===== config.mk =====
export PLATFORM = sky130hd
export DESIGN_NAME = sps_ctrl
export DESIGN_NICKNAME = d
export VERILOG_FILES = /design/src/sv/sps_pkg.sv /design/src/sv/sps_ctrl.sv
export SDC_FILE = /design/constraint.sdc
export NUM_CORES = 1
export LEC_CHECK = 0
export BUFFER_PORTS_ARGS = -buffer_cell sky130_fd_sc_hd__buf_2
export CAP_MARGIN = 10
export CORE_AREA = 2 2 39 41
export DETAILED_ROUTE_END_ITERATION = 10
export DIE_AREA = 0 0 41 43
export GPL_ROUTABILITY_DRIVEN = 0
export GPL_TIMING_DRIVEN = 0
export PLACE_DENSITY = 0.67
export SLEW_MARGIN = 10
export SYNTH_ARGS = -nofsm -noshare
export SYNTH_HDL_FRONTEND = slang
export SYNTH_SLANG_ARGS = --single-unit

===== constraint.sdc =====
create_clock -name clk -period 1.8 [get_ports clk]
set_input_delay 0.27 -clock clk [delete_from_list [all_inputs] [get_ports clk]]
set_output_delay 0.27 -clock clk [all_outputs]
set_load 0.005 [all_outputs]

===== src/sv/sps_pkg.sv =====
// shared types and constants for the segmented prime sieve
// no dependencies
`timescale 1ns / 1ps
package sps_pkg;
  localparam int SegSize = 1024;
  localparam int BaseLimit = 1024;
  localparam int ValueBits = 20;
  localparam int SegAw = $clog2(SegSize);
  localparam int BaseAw = $clog2(BaseLimit);
  localparam int WordsMax = SegSize / 64;
  localparam int WordAw = (WordsMax > 1) ? $clog2(WordsMax) : 1;

  typedef enum logic [3:0] {
    ST_IDLE, ST_CHECK, ST_BINIT, ST_BSCAN, ST_BMARK, ST_SINIT,
    ST_PSCAN, ST_PDIV, ST_PMARK, ST_OUT, ST_ERR
  } state_t;

  typedef struct packed {
    logic load;
    logic check;
    logic binit;
    logic bscan;
    logic bmark;
    logic sinit;
    logic pscan;
    logic pdiv;
    logic pmark;
    logic out_step;
    logic err;
  } cmd_t;

  typedef struct packed {
    logic bad_range;
    logic binit_done;
    logic bscan_hit;
    logic bscan_done;
    logic bmark_done;
    logic sinit_done;
    logic pscan_hit;
    logic pscan_done;
    logic pdiv_done;
    logic pmark_done;
    logic out_done;
    logic out_busy;
  } stat_t;
endpackage


===== src/sv/sps_ctrl.sv =====
// sieve sequencer state machine
// depends on sps_pkg
`timescale 1ns / 1ps
module sps_ctrl import sps_pkg::*; (
  input  logic   clk,
  input  logic   rst,
  input  logic   in_fire,
  input  stat_t  st,
  output cmd_t   cmd,
  output logic   busy
);
  state_t state, state_next;

  always_ff @(posedge clk) begin
    if (rst) begin
      state <= ST_IDLE;
    end else begin
      state <= state_next;
    end
  end

  always_comb begin
    state_next = state;
    unique case (state)
      ST_IDLE:  if (in_fire) state_next = ST_CHECK;
      ST_CHECK: state_next = st.bad_range ? ST_ERR : ST_BINIT;
      ST_ERR:   if (!st.out_busy) state_next = ST_IDLE;
      ST_BINIT: if (st.binit_done) state_next = ST_BSCAN;
      ST_BSCAN: begin
        if (st.bscan_done) state_next = ST_SINIT;
        else if (st.bscan_hit) state_next = ST_BMARK;
      end
      ST_BMARK: if (st.bmark_done) state_next = ST_BSCAN;
      ST_SINIT: if (st.sinit_done) state_next = ST_PSCAN;
      ST_PSCAN: begin
        if (st.pscan_done) state_next = ST_OUT;
        else if (st.pscan_hit) state_next = ST_PDIV;
      end
      ST_PDIV:  if (st.pdiv_done) state_next = ST_PMARK;
      ST_PMARK: if (st.pmark_done) state_next = ST_PSCAN;
      ST_OUT:   if (st.out_done) state_next = ST_IDLE;
      default:  state_next = ST_IDLE;
    endcase
  end

  always_comb begin
    cmd = '0;
    cmd.load = in_fire;
    unique case (state)
      ST_CHECK: cmd.check = 1'b1;
      ST_ERR:   cmd.err = 1'b1;
      ST_BINIT: cmd.binit = 1'b1;
      ST_BSCAN: cmd.bscan = 1'b1;
      ST_BMARK: cmd.bmark = 1'b1;
      ST_SINIT: cmd.sinit = 1'b1;
      ST_PSCAN: cmd.pscan = 1'b1;
      ST_PDIV:  cmd.pdiv = 1'b1;
      ST_PMARK: cmd.pmark = 1'b1;
      ST_OUT:   cmd.out_step = 1'b1;
      default:  ;
    endcase
    busy = (state != ST_IDLE);
  end
endmodule


==> metrics.yaml <==
status:
  status: "finished clean"
placement:
  place_ws_ns: 0.138
  portBuffers: 26
  dp_hpwl_um: 983
  dp_cells: 112
routing:
  drt-pass1-iter-count: 4
  wl_per_cell_um: 11.1
  via_per_inst: 5.15
  wirelength_um: 1300
  ant_nets: 0
  num_vias: 603
  drtIter0Drc: 6
  route.detailed.drc: 0
clock_network:
  htree_num_levels: 1
  cts_sinks: 4
  cts_buffers: 3
  clk_latency_ns: 0.23
  cts.clk_slew.worst_paths_ns: 0.04
  cts_buffer_depth: 2
  cts_root_buffer: "clkbuf_4"
  cts_tree: "built"
setup_path:
  worst_path_max_delay_cell: "dfxtp_1"
  cp_num_buf_inv: 2
  reg2reg_slack_ns: 0.14
  cpPeakStageDelay_ns: 0.34
  critPathTopFamily: "simple AND/OR/NAND/NOR gates"
  crit_path_start_kind: "flop"
  cpMostUsedCell: "buf_2"
  reg2regPathDepth: 6
  path_class: "reg2out"
  critPathCaptureType: "output pin"
  arrival_ns: 1.42
  worstPathRequired_ns: 1.53
  cp.depth: 4
  cp_max_fo: 10
  path_cells: "buf_2 > nand2b_1 > nor3_1 > buf_2"
min_path:
  hold_path_depth: 2
  hp-class: "in2reg"
synth:
  ys_types: 28
  ys_dominant_reg_cell: "dfxtp_1"
  ys_seq_area_share_pct: 17.0
  synthCells: 70
  netlist_area_sq_um: 472
  synth_nets: 85
  synth-edff-count: 0
  avgSynthCellArea_sq_um: 6.74
  synth.yosys.warnings: 0
  ys_async_sr_fraction_pct: 0
  synth_seq_cells: 4
cells_and_area:
  top_register: "state"
  largest_reg_flops: 4
  final_util_pct: 48.1
  stdcell_count: 117
  n_antenna_cell: 0
  seq_area_sq_um: 80.1
  reg.largest.list: "state: 4 flops"
  syn_to_final_growth_pct: 41.1
  drive_gt1_share_pct: 42.6
  multi_input_area_sq_um: 335
  fill_cells: 138
  fin_nets: 118
floorplanning:
  fp.dieH_um: 43
  die_area_sq_um: 1760
  start_util_pct: 34.1
  io_pins: 27
  rows: 14
  core_area_sq_um: 1380
  die_w_um: 41
grt:
  grt_max_degree: 11
  met2_usage_pct: 25.6
  grt-ovfl-total: 0
  grt_use_total_pct: 16.3
  grt_pass1_wl_um: 2000
  busiest_layer: "met2"
  antenna_found_initial: 0
  grt_util_met3_pct: 7.85
  gr-usage-met1_pct: 20.6
  grt_pass1_vias: 499
sta:
  report.final.slew_viol_count: 0
  fin_crit_ns: 1.69
  layout_setup_ws_ns: 0.109
  worstMarginPinSlew_ns: 0.458
  hold_viol: 0
  slew_headroom_pct: 69.3
  fmax_mhz: 591
  setup_violations: 0
  finalCritPeriodShare_pct: 93.9
  finalClockSkew_ns: 0.00429
power:
  pwr-share-seq_pct: 15.7
  cellLeakagePower_uw: 0.000333
  share_comb_of_total_power_pct: 71.3
  p_per_area_nw_per_um2: 1270
  clkPwrFrac_pct: 13.0
  internal_power_uw: 472
  vdd_drop_max_v: 0.000621
  p_switching_uw: 372
  switching_share_pct: 44.0
job:
  drv_cap: 0
## path summary, 6_finish.rpt
check	to	start
worst max register to register	state[1]	state[1]
worst min register to register	state[0]	state[3]
worst max-delay path	cmd[2]	state[3]
worst min-delay path	state[3]	rst
## layer usage
layer  vias up  routed length, um
li1        311                  -
met1       279                588
met2        13                639
met3         0                 70
met4         0                  0
met5         -                  0
## what timing repair did
action / CTS / global route
hold buffers: 0 / 0
hold endpoints to repair: 0 / 0
endpoints found under the setup margin: 0 / 1
gates resized for setup: 0 / 4
buffers inserted: 0 / 2
## placed cells by master, fill, tap and decap left out, drive strengths merged, types with 2 or more instances in the layout
master / n
clkbuf: 5
nor2: 15
nand2b: 3
a211oi: 2
nor3: 3
nand2: 8
a21oi: 5
inv: 3
buf: 33
o21ai: 5
o211ai: 2
dfxtp: 4
## logic make-up after synthesis
logic type | count (synthesis) | share of synthesized area, %
buffers and inverters | 10 | 12.5
and+or+nand+nor | 34 | 36.1
muxes | 1 | 2.39
DFF | 4 | 17.0
AOI/OAI and AO/OA | 21 | 32.1
## per-stage QoR
step | hold slack (ns) | total power (uW) | cell area, sq um | setup TNS [ns]
CTS | 0.239 | 830 | 644 | 0
global route | 0.255 | 935 | 666 | -0.0152
floorplan | 0.342 | 562 | 472 | 0
detailed placement | 0.493 | 711 | 622 | 0
finish | 0.251 | 844 | 666 | 0
global placement | 0.487 | 708 | 622 | 0
## cells in the mapped netlist (2+ instances only)
cell type,count,area [sq um]
a211oi_1,2,15.0
a21oi_1,5,25.0
buf_2,2,10.0
buf_4,3,22.5
dfxtp_1,4,80.1
inv_1,3,11.3
nand2_1,8,30.0
nand2b_1,3,18.8
nor2_1,15,56.3
nor3_1,3,15.0
o211ai_1,2,15.0
o21ai_0,3,15.0
o21ai_1,2,10.0
## power groups by stage
stage	Combinational (uW)	Clock [uW]	Sequential (uW)
4_1_cts	579	118	133
5_1_grt	676	124	135
6_report	601	110	132
2_1_floorplan	431	0	132
3_5_place_dp	577	0	134
3_3_place_gp	574	0	134
## layout make-up
cell class,count,area share [%]
multi-input combinational,56,50.4
sequential,4,12.0
buffer,7,7.71
clock buffer,3,3.38
inverter,3,1.69
tap,16,3.01
timing repair buffer,28,21.8
(Power assumes the default switching activity.)
